**config.mk**
```make
export PLATFORM = sky130hd
export DESIGN_NAME = planar_two_link_forward_kinematics_flat
export DESIGN_NICKNAME = d
export VERILOG_FILES = /design/src/hdl/ptlfk_pkg.sv /design/src/hdl/ptlfk_ifs.sv /design/src/hdl/ptlfk_link_cell.sv /design/src/hdl/planar_two_link_forward_kinematics.sv /design/src/flat_wrapper.sv
export SDC_FILE = /design/constraint.sdc
export NUM_CORES = 2
export LEC_CHECK = 0
export CORE_ASPECT_RATIO = 0.7
export CORE_UTILIZATION = 50
export DETAILED_ROUTE_END_ITERATION = 16
export DONT_BUFFER_PORTS = 1
export SYNTH_ARGS = -nofsm -noshare
export SYNTH_HDL_FRONTEND = slang
export SYNTH_HIERARCHICAL = 1
export SYNTH_SLANG_ARGS = --single-unit
```
**constraint.sdc**
```tcl
create_clock -name clk -period 14 [get_ports clk]
set_input_delay 1.4 -clock clk [delete_from_list [all_inputs] [get_ports clk]]
set_output_delay 1.4 -clock clk [all_outputs]
set_load 0.01 [all_outputs]
```
**src/hdl/ptlfk_pkg.sv**
```systemverilog
// Shared constants, types and the quarter-wave sine table for the two-link arm kinematics.
// No dependencies; every other file imports this package.
package ptlfk_pkg;

    localparam int FRAC_BITS   = 8;
    localparam int ANGLE_W     = 9;
    localparam int LEN_W       = 10;
    localparam int POINT_W     = 21;
    localparam int TRIG_W      = 31;
    localparam int IDX_W       = 7;
    localparam int Q_BITS      = 30;
    localparam int PROD_W      = LEN_W + TRIG_W;
    localparam int ROUND_SHIFT = Q_BITS - FRAC_BITS;
    localparam int TERM_W      = PROD_W - ROUND_SHIFT;
    localparam int ACC_W       = (FRAC_BITS + 13 > POINT_W) ? FRAC_BITS + 13 : POINT_W;
    localparam int CELL_LAT    = 4;
    localparam int LINK_COUNT  = 2;
    localparam int CFG_IDX_W   = 2;
    localparam int SINE_DEPTH  = 91;

    localparam logic [31:0] DEG_Q30 = 32'd18740330;
    localparam logic [ANGLE_W:0] FULL_TURN    = (ANGLE_W + 1)'(360);
    localparam logic [ANGLE_W:0] QUARTER_TURN = (ANGLE_W + 1)'(90);
    localparam logic [PROD_W-1:0] ROUND_BIAS  = PROD_W'(1) << (ROUND_SHIFT - 1);

    typedef logic signed [ACC_W-1:0] acc_t;
    typedef logic [TRIG_W-1:0] sine_table_t [0:SINE_DEPTH-1];

    typedef struct packed {
        logic              neg;
        logic [TRIG_W-1:0] mag;
    } trig_t;

    typedef enum logic [CFG_IDX_W-1:0] {
        CFG_BASE_OFFSET        = 2'd0,
        CFG_FIRST_LINK_LENGTH  = 2'd1,
        CFG_SECOND_LINK_LENGTH = 2'd2
    } cfg_reg_t;

    // Taylor series to the x^15 term, each term truncated to Q30.
    function automatic sine_table_t build_sine_table();
        sine_table_t tbl;
        logic [63:0] x;
        logic [63:0] x2;
        logic [63:0] term;
        logic [63:0] sum;
        int          d;
        int          k;
        for (d = 0; d < SINE_DEPTH; d++) begin
            if (d == 0) begin
                tbl[d] = '0;
            end
            else if (d == SINE_DEPTH - 1) begin
                tbl[d] = TRIG_W'(1) << Q_BITS;
            end
            else begin
                x    = 64'(d) * 64'(DEG_Q30);
                x2   = (x * x) >> Q_BITS;
                term = x;
                sum  = x;
                for (k = 1; k <= 7; k++) begin
                    term = (term * x2) >> Q_BITS;
                    term = term / 64'((2 * k) * (2 * k + 1));
                    if ((k % 2) == 1) begin
                        sum = sum - term;
                    end
                    else begin
                        sum = sum + term;
                    end
                end
                tbl[d] = sum[TRIG_W-1:0];
            end
        end
        return tbl;
    endfunction

    localparam sine_table_t SINE_TABLE = build_sine_table();

    // Operand below twice a full turn.
    function automatic logic [ANGLE_W-1:0] wrap_angle(input logic [ANGLE_W:0] a);
        logic [ANGLE_W:0] w;
        w = (a >= FULL_TURN) ? a - FULL_TURN : a;
        return w[ANGLE_W-1:0];
    endfunction

endpackage

```
**src/hdl/ptlfk_ifs.sv**
```systemverilog
// Valid/ready channel interfaces for joint angle input and end point output.
// Depends on ptlfk_pkg.
interface ptlfk_in_if
    import ptlfk_pkg::*;
();
    logic               valid;
    logic               ready;
    logic [ANGLE_W-1:0] angle_first;
    logic [ANGLE_W-1:0] angle_second;

    modport source (output valid, output angle_first, output angle_second, input ready);
    modport sink (input valid, input angle_first, input angle_second, output ready);
endinterface

interface ptlfk_out_if
    import ptlfk_pkg::*;
();
    logic                      valid;
    logic                      ready;
    logic signed [POINT_W-1:0] point_x;
    logic signed [POINT_W-1:0] point_y;

    modport source (output valid, output point_x, output point_y, input ready);
    modport sink (input valid, input point_x, input point_y, output ready);
endinterface

```
**src/hdl/ptlfk_link_cell.sv**
```systemverilog
// One link of the arm: adds its joint angle, looks up sine/cosine, scales by the link length
// and accumulates into x/y. Four register stages. Depends on ptlfk_pkg.
module ptlfk_link_cell
    import ptlfk_pkg::*;
(
    input  logic               clk,
    input  logic               advance,
    input  logic [LEN_W-1:0]   link_length,
    input  logic [ANGLE_W-1:0] angle_in,
    input  logic [ANGLE_W-1:0] delta,
    input  acc_t               x_in,
    input  acc_t               y_in,
    output logic [ANGLE_W-1:0] angle_out,
    output acc_t               x_out,
    output acc_t               y_out
);

    function automatic trig_t trig_lookup(input logic [ANGLE_W-1:0] a);
        logic [ANGLE_W-1:0] r;
        logic [1:0]         quad;
        logic [IDX_W-1:0]   idx;
        trig_t              t;
        if (a < ANGLE_W'(90)) begin
            quad = 2'd0;
            r    = a;
        end
        else if (a < ANGLE_W'(180)) begin
            quad = 2'd1;
            r    = a - ANGLE_W'(90);
        end
        else if (a < ANGLE_W'(270)) begin
            quad = 2'd2;
            r    = a - ANGLE_W'(180);
        end
        else begin
            quad = 2'd3;
            r    = a - ANGLE_W'(270);
        end
        idx   = quad[0] ? IDX_W'(QUARTER_TURN) - IDX_W'(r) : IDX_W'(r);
        t.neg = quad[1];
        t.mag = SINE_TABLE[idx];
        return t;
    endfunction

    // Round half away from zero, then apply sign.
    function automatic acc_t scale_term(input logic [PROD_W-1:0] p, input logic neg);
        logic [PROD_W-1:0] biased;
        logic [TERM_W-1:0] q;
        acc_t              ext;
        biased = p + ROUND_BIAS;
        q      = biased[PROD_W-1:ROUND_SHIFT];
        ext    = {{(ACC_W - TERM_W){1'b0}}, q};
        return neg ? -ext : ext;
    endfunction

    logic [ANGLE_W-1:0] angle_sum;
    logic [ANGLE_W-1:0] angle_cos;

    logic [ANGLE_W-1:0] s0_angle_reg;
    logic [ANGLE_W-1:0] s0_cos_angle_reg;
    acc_t               s0_x_reg;
    acc_t               s0_y_reg;

    logic [ANGLE_W-1:0] s1_angle_reg;
    trig_t              s1_sin_reg;
    trig_t              s1_cos_reg;
    acc_t               s1_x_reg;
    acc_t               s1_y_reg;

    logic [ANGLE_W-1:0] s2_angle_reg;
    logic [PROD_W-1:0]  s2_sin_prod_reg;
    logic [PROD_W-1:0]  s2_cos_prod_reg;
    logic               s2_sin_neg_reg;
    logic               s2_cos_neg_reg;
    acc_t               s2_x_reg;
    acc_t               s2_y_reg;

    logic [ANGLE_W-1:0] s3_angle_reg;
    acc_t               s3_x_reg;
    acc_t               s3_y_reg;

    assign angle_sum = wrap_angle({1'b0, angle_in} + {1'b0, delta});
    assign angle_cos = wrap_angle({1'b0, angle_sum} + QUARTER_TURN);

    always_ff @(posedge clk)
    begin
        if (advance)
        begin
            s0_angle_reg     <= angle_sum;
            s0_cos_angle_reg <= angle_cos;
            s0_x_reg         <= x_in;
            s0_y_reg         <= y_in;

            s1_angle_reg <= s0_angle_reg;
            s1_sin_reg   <= trig_lookup(s0_angle_reg);
            s1_cos_reg   <= trig_lookup(s0_cos_angle_reg);
            s1_x_reg     <= s0_x_reg;
            s1_y_reg     <= s0_y_reg;

            s2_angle_reg    <= s1_angle_reg;
            s2_sin_prod_reg <= link_length * s1_sin_reg.mag;
            s2_cos_prod_reg <= link_length * s1_cos_reg.mag;
            s2_sin_neg_reg  <= s1_sin_reg.neg;
            s2_cos_neg_reg  <= s1_cos_reg.neg;
            s2_x_reg        <= s1_x_reg;
            s2_y_reg        <= s1_y_reg;

            s3_angle_reg <= s2_angle_reg;
            s3_x_reg     <= s2_x_reg + scale_term(s2_cos_prod_reg, s2_cos_neg_reg);
            s3_y_reg     <= s2_y_reg + scale_term(s2_sin_prod_reg, s2_sin_neg_reg);
        end
    end

    assign angle_out = s3_angle_reg;
    assign x_out     = s3_x_reg;
    assign y_out     = s3_y_reg;

endmodule

```
**src/hdl/planar_two_link_forward_kinematics.sv**
```systemverilog
// Two-link planar arm forward kinematics, top level.
// Depends on ptlfk_pkg, ptlfk_ifs and ptlfk_link_cell.
//
// Usage:
//   in_chan  : valid/ready, one transaction carries angle_first and angle_second in degrees
//              (values of 360 and above are taken modulo 360).
//   out_chan : valid/ready, one transaction carries point_x and point_y, signed, with
//              FRAC_BITS fraction bits, saturated to 21 bits.
//   cfg_*    : write port for base_offset, first_link_length, second_link_length;
//              write only while no transaction is in flight.
// Path: two link cells of four stages each, then the output register; the first stage
// loads on the accepting edge.
// Throughput: one transaction per cycle while out_chan is not stalled; the pipeline of link cells moves as a whole.
// Stall: while out_chan holds a result that is not taken, every stage holds and
// in_chan.ready is low; it rises again in the cycle the result is taken.
// Reset: the pipeline empties and the registers return to 10, 20 and 10.
module planar_two_link_forward_kinematics
    import ptlfk_pkg::*;
(
    input  logic                 clk,
    input  logic                 rst_n,
    ptlfk_in_if.sink             in_chan,
    ptlfk_out_if.source          out_chan,
    input  logic                 cfg_write_en,
    input  logic [CFG_IDX_W-1:0] cfg_index,
    input  logic [LEN_W-1:0]     cfg_data
);

    localparam int PIPE_STAGES = LINK_COUNT * CELL_LAT;

    function automatic logic signed [POINT_W-1:0] saturate(input acc_t v);
        if (v > acc_t'(2 ** (POINT_W - 1) - 1)) begin
            return {1'b0, {(POINT_W - 1){1'b1}}};
        end
        else if (v < acc_t'(-(2 ** (POINT_W - 1)))) begin
            return {1'b1, {(POINT_W - 1){1'b0}}};
        end
        return v[POINT_W-1:0];
    endfunction

    logic [LEN_W-1:0] base_offset_reg;
    logic [LEN_W-1:0] first_link_length_reg;
    logic [LEN_W-1:0] second_link_length_reg;

    logic                      advance;
    logic [PIPE_STAGES-1:0]    stage_valid_reg;
    logic [PIPE_STAGES-1:0]    stage_valid_next;
    logic                      out_valid_reg;
    logic signed [POINT_W-1:0] point_x_reg;
    logic signed [POINT_W-1:0] point_y_reg;
    logic [ANGLE_W-1:0]        second_dly_reg [0:CELL_LAT-1];

    logic [ANGLE_W-1:0] first_wrapped;
    logic [ANGLE_W-1:0] second_wrapped;
    acc_t               base_x;
    logic [ANGLE_W-1:0] mid_angle;
    acc_t               mid_x;
    acc_t               mid_y;
    logic [ANGLE_W-1:0] end_angle;
    acc_t               end_x;
    acc_t               end_y;

    always_ff @(posedge clk or negedge rst_n)
    begin
        if (!rst_n)
        begin
            base_offset_reg        <= LEN_W'(10);
            first_link_length_reg  <= LEN_W'(20);
            second_link_length_reg <= LEN_W'(10);
        end
        else if (cfg_write_en)
        begin
            case (cfg_index)
                CFG_BASE_OFFSET:        base_offset_reg        <= cfg_data;
                CFG_FIRST_LINK_LENGTH:  first_link_length_reg  <= cfg_data;
                CFG_SECOND_LINK_LENGTH: second_link_length_reg <= cfg_data;
                default: ;
            endcase
        end
    end

    assign advance       = !out_valid_reg || out_chan.ready;
    assign in_chan.ready = advance;

    assign first_wrapped  = wrap_angle({1'b0, in_chan.angle_first});
    assign second_wrapped = wrap_angle({1'b0, in_chan.angle_second});
    assign base_x = {{(ACC_W - LEN_W - FRAC_BITS){1'b0}}, base_offset_reg, {FRAC_BITS{1'b0}}};

    assign stage_valid_next = {stage_valid_reg[PIPE_STAGES-2:0], in_chan.valid};

    always_ff @(posedge clk or negedge rst_n)
    begin
        if (!rst_n)
        begin
            stage_valid_reg <= '0;
            out_valid_reg   <= 1'b0;
        end
        else if (advance)
        begin
            stage_valid_reg <= stage_valid_next;
            out_valid_reg   <= stage_valid_reg[PIPE_STAGES-1];
        end
    end

    // Second joint angle waits for the first cell.
    always_ff @(posedge clk)
    begin
        if (advance)
        begin
            second_dly_reg[0] <= second_wrapped;
            for (int i = 1; i < CELL_LAT; i++)
            begin
                second_dly_reg[i] <= second_dly_reg[i-1];
            end
            point_x_reg <= saturate(end_x);
            point_y_reg <= saturate(end_y);
        end
    end

    ptlfk_link_cell u_first_cell (
        .clk         (clk),
        .advance     (advance),
        .link_length (first_link_length_reg),
        .angle_in    ('0),
        .delta       (first_wrapped),
        .x_in        (base_x),
        .y_in        ('0),
        .angle_out   (mid_angle),
        .x_out       (mid_x),
        .y_out       (mid_y)
    );

    ptlfk_link_cell u_second_cell (
        .clk         (clk),
        .advance     (advance),
        .link_length (second_link_length_reg),
        .angle_in    (mid_angle),
        .delta       (second_dly_reg[CELL_LAT-1]),
        .x_in        (mid_x),
        .y_in        (mid_y),
        .angle_out   (end_angle),
        .x_out       (end_x),
        .y_out       (end_y)
    );

    assign out_chan.valid   = out_valid_reg;
    assign out_chan.point_x = point_x_reg;
    assign out_chan.point_y = point_y_reg;

    a_end_angle_range: assert property (@(posedge clk) disable iff (!rst_n)
        stage_valid_reg[PIPE_STAGES-1] |-> (end_angle < ANGLE_W'(360)))
        else $error("accumulated joint angle out of range");

    a_mid_angle_range: assert property (@(posedge clk) disable iff (!rst_n)
        stage_valid_reg[CELL_LAT-1] |-> (mid_angle < ANGLE_W'(360)))
        else $error("first joint angle out of range");

    a_stall_holds_pipe: assert property (@(posedge clk) disable iff (!rst_n)
        !advance |=> $stable(stage_valid_reg) && $stable(out_valid_reg))
        else $error("pipeline moved during stall");

endmodule
```
**src/flat_wrapper.sv**
```systemverilog
// flat-port wrapper written by rule: the top's interface ports become plain ports
module planar_two_link_forward_kinematics_flat import ptlfk_pkg::*;
  (clk, rst_n, cfg_write_en, cfg_index, cfg_data, in_chan_valid, in_chan_angle_first, in_chan_angle_second, in_chan_ready, out_chan_valid, out_chan_point_x, out_chan_point_y, out_chan_ready);
  ptlfk_in_if in_chan_i ();
  ptlfk_out_if out_chan_i ();
  input  logic clk;
  input  logic rst_n;
  input  logic cfg_write_en;
  input  logic [CFG_IDX_W-1:0] cfg_index;
  input  logic [LEN_W-1:0] cfg_data;
  input wire logic [$bits(in_chan_i.valid)-1:0] in_chan_valid;
  input wire logic [$bits(in_chan_i.angle_first)-1:0] in_chan_angle_first;
  input wire logic [$bits(in_chan_i.angle_second)-1:0] in_chan_angle_second;
  output wire logic [$bits(in_chan_i.ready)-1:0] in_chan_ready;
  output wire logic [$bits(out_chan_i.valid)-1:0] out_chan_valid;
  output wire logic [$bits(out_chan_i.point_x)-1:0] out_chan_point_x;
  output wire logic [$bits(out_chan_i.point_y)-1:0] out_chan_point_y;
  input wire logic [$bits(out_chan_i.ready)-1:0] out_chan_ready;
  assign in_chan_i.valid = in_chan_valid;
  assign in_chan_i.angle_first = in_chan_angle_first;
  assign in_chan_i.angle_second = in_chan_angle_second;
  assign in_chan_ready = in_chan_i.ready;
  assign out_chan_valid = out_chan_i.valid;
  assign out_chan_point_x = out_chan_i.point_x;
  assign out_chan_point_y = out_chan_i.point_y;
  assign out_chan_i.ready = out_chan_ready;
  planar_two_link_forward_kinematics u_core (.clk(clk), .rst_n(rst_n), .in_chan(in_chan_i), .out_chan(out_chan_i), .cfg_write_en(cfg_write_en), .cfg_index(cfg_index), .cfg_data(cfg_data));
endmodule
```
# Word-level counts from Yosys, hierarchy flattened
# Memories as Yosys holds them, arrays and structs flattened. A register that Yosys moved wholly into a read port is not among the register bits.
# Cells that the tools add are included.
dict set report totals {
  reg_bits 556
  latch_bits 0
  ram_bits 36
  romBits 15872
  in_bits 35
  output_inout_bits 44
  mem_count 5
}
dict set report classes {
  addsub 36
  multipliers 4
  div_mod_pow 0
  n_lt_le_gt_ge 22
  n_eq_ne 2
  n_shift 0
  mux 60
  n_bitwise 4
  n_reduce_logical 6
}
# memory words width rd rd_ports_with_merged_regs write_ports line_no
set memory_table {}
lappend memory_table {{(name not given)} 128 31 1 1 0 ptlfk_link_cell.sv:41} ;# t.mag = SINE_TABLE[idx];
lappend memory_table {{(name not given)} 128 31 1 1 0 ptlfk_link_cell.sv:41}
lappend memory_table {{(name not given)} 128 31 1 1 0 ptlfk_link_cell.sv:41}
lappend memory_table {{(name not given)} 128 31 1 1 0 ptlfk_link_cell.sv:41}
lappend memory_table {u_core.second_dly_reg 4 9 4 0 4 planar_two_link_forward_kinematics.sv:51} ;# logic [ANGLE_W-1:0] second_dly_reg [0:CELL_LAT-1];
# operator count
set op_table {}
lappend op_table {{21-bit two-way mux} 9}
lappend op_table {{41-bit by 22-bit adder with 41-bit output, second input constant} 4}
lappend op_table {{10-bit by 31-bit multiplier with 41-bit output} 4}
lappend op_table {{7-bit two-way mux} 20}
lappend op_table {{19-bit negation with 21-bit output} 4}
lappend op_table {{9-bit two-way mux} 6}
lappend op_table {{9-bit subtractor, second input constant} 6}
lappend op_table {{21-bit adder} 2}
lappend op_table {{21-bit greater-than comparator, second input constant} 2}
lappend op_table {{21-bit less-than comparator, second input constant} 2}
lappend op_table {{9-bit by 7-bit less-than comparator with 1-bit output, second input constant} 4}
lappend op_table {{9-bit by 8-bit less-than comparator with 1-bit output, second input constant} 4}
lappend op_table {{9-bit less-than comparator, second input constant} 4}
lappend op_table {{7-bit inverter with 8-bit output} 4}
lappend op_table {{10-bit by 9-bit greater-or-equal comparator with 1-bit output, second input constant} 3}
lappend op_table {{7-bit by 4-bit subtractor with 7-bit output, second input constant} 4}
lappend op_table {{7-bit by 6-bit subtractor with 7-bit output, second input constant} 4}
lappend op_table {{7-bit subtractor, first input constant} 4}
lappend op_table {{7-bit subtractor, second input constant} 4}
lappend op_table {{9-bit greater-or-equal comparator, second input constant} 3}
lappend op_table {{2-bit two-way mux} 12}
lappend op_table {{19-bit by 21-bit adder with 21-bit output} 1}
lappend op_table {{9-bit by 7-bit adder with 10-bit output, second input constant} 2}
lappend op_table {{19-bit two-way mux} 1}
lappend op_table {{8 further kinds} 21}

# Longest topological paths before layout
dict set report depth {
  ltp_word 8
  ltp_mapped 25
  mapped_depth_nobuf 23
}

# By module
# The synthesis kept the hierarchy.
# module n_inst cells_per_inst area_per_inst_um2
set modules_own_cells {}
lappend modules_own_cells {{ptlfk_link_cell (u_core.u_second_cell)} 1 4521 41079.4}
lappend modules_own_cells {{ptlfk_link_cell (u_core.u_first_cell)} 1 4417 40151.0}
lappend modules_own_cells {planar_two_link_forward_kinematics 1 267 4355.4}

# Least setup slack after synthesis
# OpenSTA, ideal clock, no wires.
dict set report synth_path {
  path_kind {input to output}
  start {input out_chan_ready}
  end {output in_chan_ready}
  arrival_ps 9694
  t_required_ps 12600
  setup_slack_ps 2906
  cell_stages 2
  n_path_buf 1
  path_cell_list {nand2b_1 > buf_2}
}
dict set report synth_between {
  elab_chain_cells 1
}
# element line_no
set synth_lines {}
lappend synth_lines {{from (decl)} flat_wrapper.sv:18} ;# input wire logic [$bits(out_chan_i.ready)-1:0] out_chan_ready;
lappend synth_lines {{1-bit logical OR} planar_two_link_forward_kinematics.sv:82} ;# assign advance = !out_valid_reg || out_chan.ready;
lappend synth_lines {{to (decl)} flat_wrapper.sv:14} ;# output wire logic [$bits(in_chan_i.ready)-1:0] in_chan_ready;
# Every way passes these cells.

# Worst setup path after layout
dict set report layout_path {
  start {register u_core.second_link_length_reg[1]}
  end {register u_core.u_second_cell.s2_cos_prod_reg[40], data pin}
}
dict set report layout_between {
  elab_chain_cells 1
}
# element line_no
set layout_lines {}
lappend layout_lines {{from (decl)} planar_two_link_forward_kinematics.sv:43} ;# logic [LEN_W-1:0] second_link_length_reg;
lappend layout_lines {{from (signal assigned)} planar_two_link_forward_kinematics.sv:76} ;# CFG_SECOND_LINK_LENGTH: second_link_length_reg <= cfg_data;
lappend layout_lines {{10-bit by 31-bit multiplier with 41-bit output} ptlfk_link_cell.sv:102} ;# s2_cos_prod_reg <= link_length * s1_cos_reg.mag;
lappend layout_lines {{to (signal assigned)} ptlfk_link_cell.sv:102}
lappend layout_lines {{to (decl)} ptlfk_link_cell.sv:72} ;# logic [PROD_W-1:0] s2_cos_prod_reg;
# Every way passes these cells.
# A chain may end at the register's enable or synchronous reset.

==> out/qor.txt <==
I/O pins = 79
Placed Cells = 10900
Initial Util = 0.503
via/cell ratio = 6.14
Cell Area, Synth = 84800 um^2
Worst Path Arrival = 8.08 ns
grt ovf = 0
Sum Neg Setup Slack = 0 ns
vias in the first global route = 67300
Nets = 10200
DIE AREA = 171000 um^2
Max transition margin = 0.128
Worst path max stage delay = 0.89 ns
pre-CTS WS = 6.38 ns
kind of critical path = flop to flop
DRT antenna net count = 0
CTS resizes = 0
Max Root-Sink Buffers = 3
CTS tree = yes
crit end category = flop
H-Tree Depth = 3
max-slew violations = 0
RSZ-0062 raised after global routing = false
Post-Route WL = 262000 um
run status = finished clean
clk_lat worst skew = 0.70 ns
slew at the pin with the worst max-slew slack = 1.30 ns
placer congestion estimate = 0.977
DIE HEIGHT = 347 um
largest net degree at the start of global routing = 180
Synth Instances = 9178
number of fill cells in the layout = 15400
Synth Warn # = 6
layout cell share with drive strength beyond 1 = 0.0459
core outline area = 169000 um^2
Final period util = 0.547
CP max FO = 62
Slowest-stage cell, CP = o41ai_1
crit path launch type = flop
Worst Path Buf+Inv = 4
total CTS buffers = 80
final cell count without fillers = 11100
Port Buffers = 0
vias = 67900
CTS root buffer = clkbuf_16
first-pass GRT wire length = 408000 um
GRT Total Usage = 0.306
# DRC = 0
row count = 126
post-CTS setup repair buffer count = 0
antenna violations before repair = 7
fin util = 0.527
dpl hpwl = 185000 um
die width = 494 um
CP dominant cell by count = fa_1
worst-case clock skew = 0.0369 ns
Clock transition at path regs = 0.07 ns
Cell Chain, Critical Path = buf_4 -> nand2_1 -> fa_1 -> inv_1 -> fa_1 -> fa_1 -> fa_1 -> inv_1 -> fa_1 -> inv_1 -> ha_1 -> nand3_1 -> o221ai_1 -> nor3_1 -> a311oi_1 -> a221oi_1 -> nor4b_1 -> o41ai_1 -> nand4_1 -> nand4b_1 -> a21oi_1 -> xnor2_1
# setup viols final = 0
delay-heaviest family, CP = adder cells
Fin. Hold Viols = 0
minimum clock period = 7.66 ns
# Max-Cap Violations = 0
CP required = 14.42 ns
Sink Count = 726
Hold Buf Count CTS = 0
Final WS setup = 6.34 ns
P&R area growth vs syn = 4.74%
WL per Instance = 23.7 um
FMAX = 131 MHz
max reg flops = 36
Worst Hold Class = input port to async pin
number of DRC markers in iteration 0 = 7873
TritonRoute pass-1 iters = 8
Syn Area/Cell = 9.24 um^2
metrics by stage:
stage | hold slack, ns | instance area (um^2)
after global routing | 0.343 | 88800
after CTS | 0.329 | 88800
after global placement | 0.400 | 86100
after floorplan | 0.400 | 84900
final | 0.391 | 88800
after detailed placement | 0.405 | 86100
final cells by class:
cell class	instances	area, um^2	area share
multi-input combinational	6918	57400	0.646
sequential	726	21600	0.244
inverter	908	3410	0.0384
tap	2240	2800	0.0316
clock buffer	91	2070	0.0234
timing repair buffer	120	913	0.0103
clock inverter	57	592	0.00666
antenna	9	22.5	0.000254
path summary, 6_finish.rpt:
path | from | endpoint | slack (ns) | cells after the start
setup reg to reg | u_core/second_link_length_reg[1] | u_core/u_second_cell/s2_cos_prod_reg[40] | 6.34 | 22
min in group clk | u_core/u_second_cell/s1_y_reg[4] | u_core/u_second_cell/s2_y_reg[4] | 0.41 | 0
setup / recovery | u_core/second_link_length_reg[1] | u_core/u_second_cell/s2_cos_prod_reg[40] | 6.34 | 22
hold reg to reg | u_core/u_second_cell/s1_y_reg[4] | u_core/u_second_cell/s2_y_reg[4] | 0.41 | 0
hold / removal | rst_n | u_core/stage_valid_reg[0] | 0.39 | 0
max in group asynchronous | rst_n | u_core/second_link_length_reg[1] | 13.40 | 0
metal layers:
metal / global-route usage / vias up / part of all wire
met5: 0 / - / 0.00014
met4: 0.0855 / 6 / 0.029
met3: 0.0776 / 498 / 0.10
met2: 0.419 / 3262 / 0.40
met1: 0.469 / 33600 / 0.47
li1: - / 30500 / -
cells in the final DEF (no fill, tap or decap), drive strengths merged, types with 25 or more instances in the layout:
master,count
mux2i,25
a21o,80
conb,42
xnor2,262
inv,914
nor2b,39
o21a,53
edfxtp,687
xor2,121
o211ai,112
o31ai,45
a31oi,120
nand4,40
and2,687
buf,120
ha,510
o21bai,29
nand3,208
clkbuf,91
mux2,45
o21ai,434
a2111oi,32
o221ai,43
nand2b,33
a211o,25
o2111ai,27
a221oi,47
nor2,546
nor3,183
or3,32
dfrtp,33
fa,922
o22ai,59
a21oi,452
and3,58
nand2,1082
o311ai,51
a311oi,49
a211oi,114
clkinv,42
Power is not shown: default switching activity piles up to over one toggle a cycle in this logic, so the estimate is an artifact.
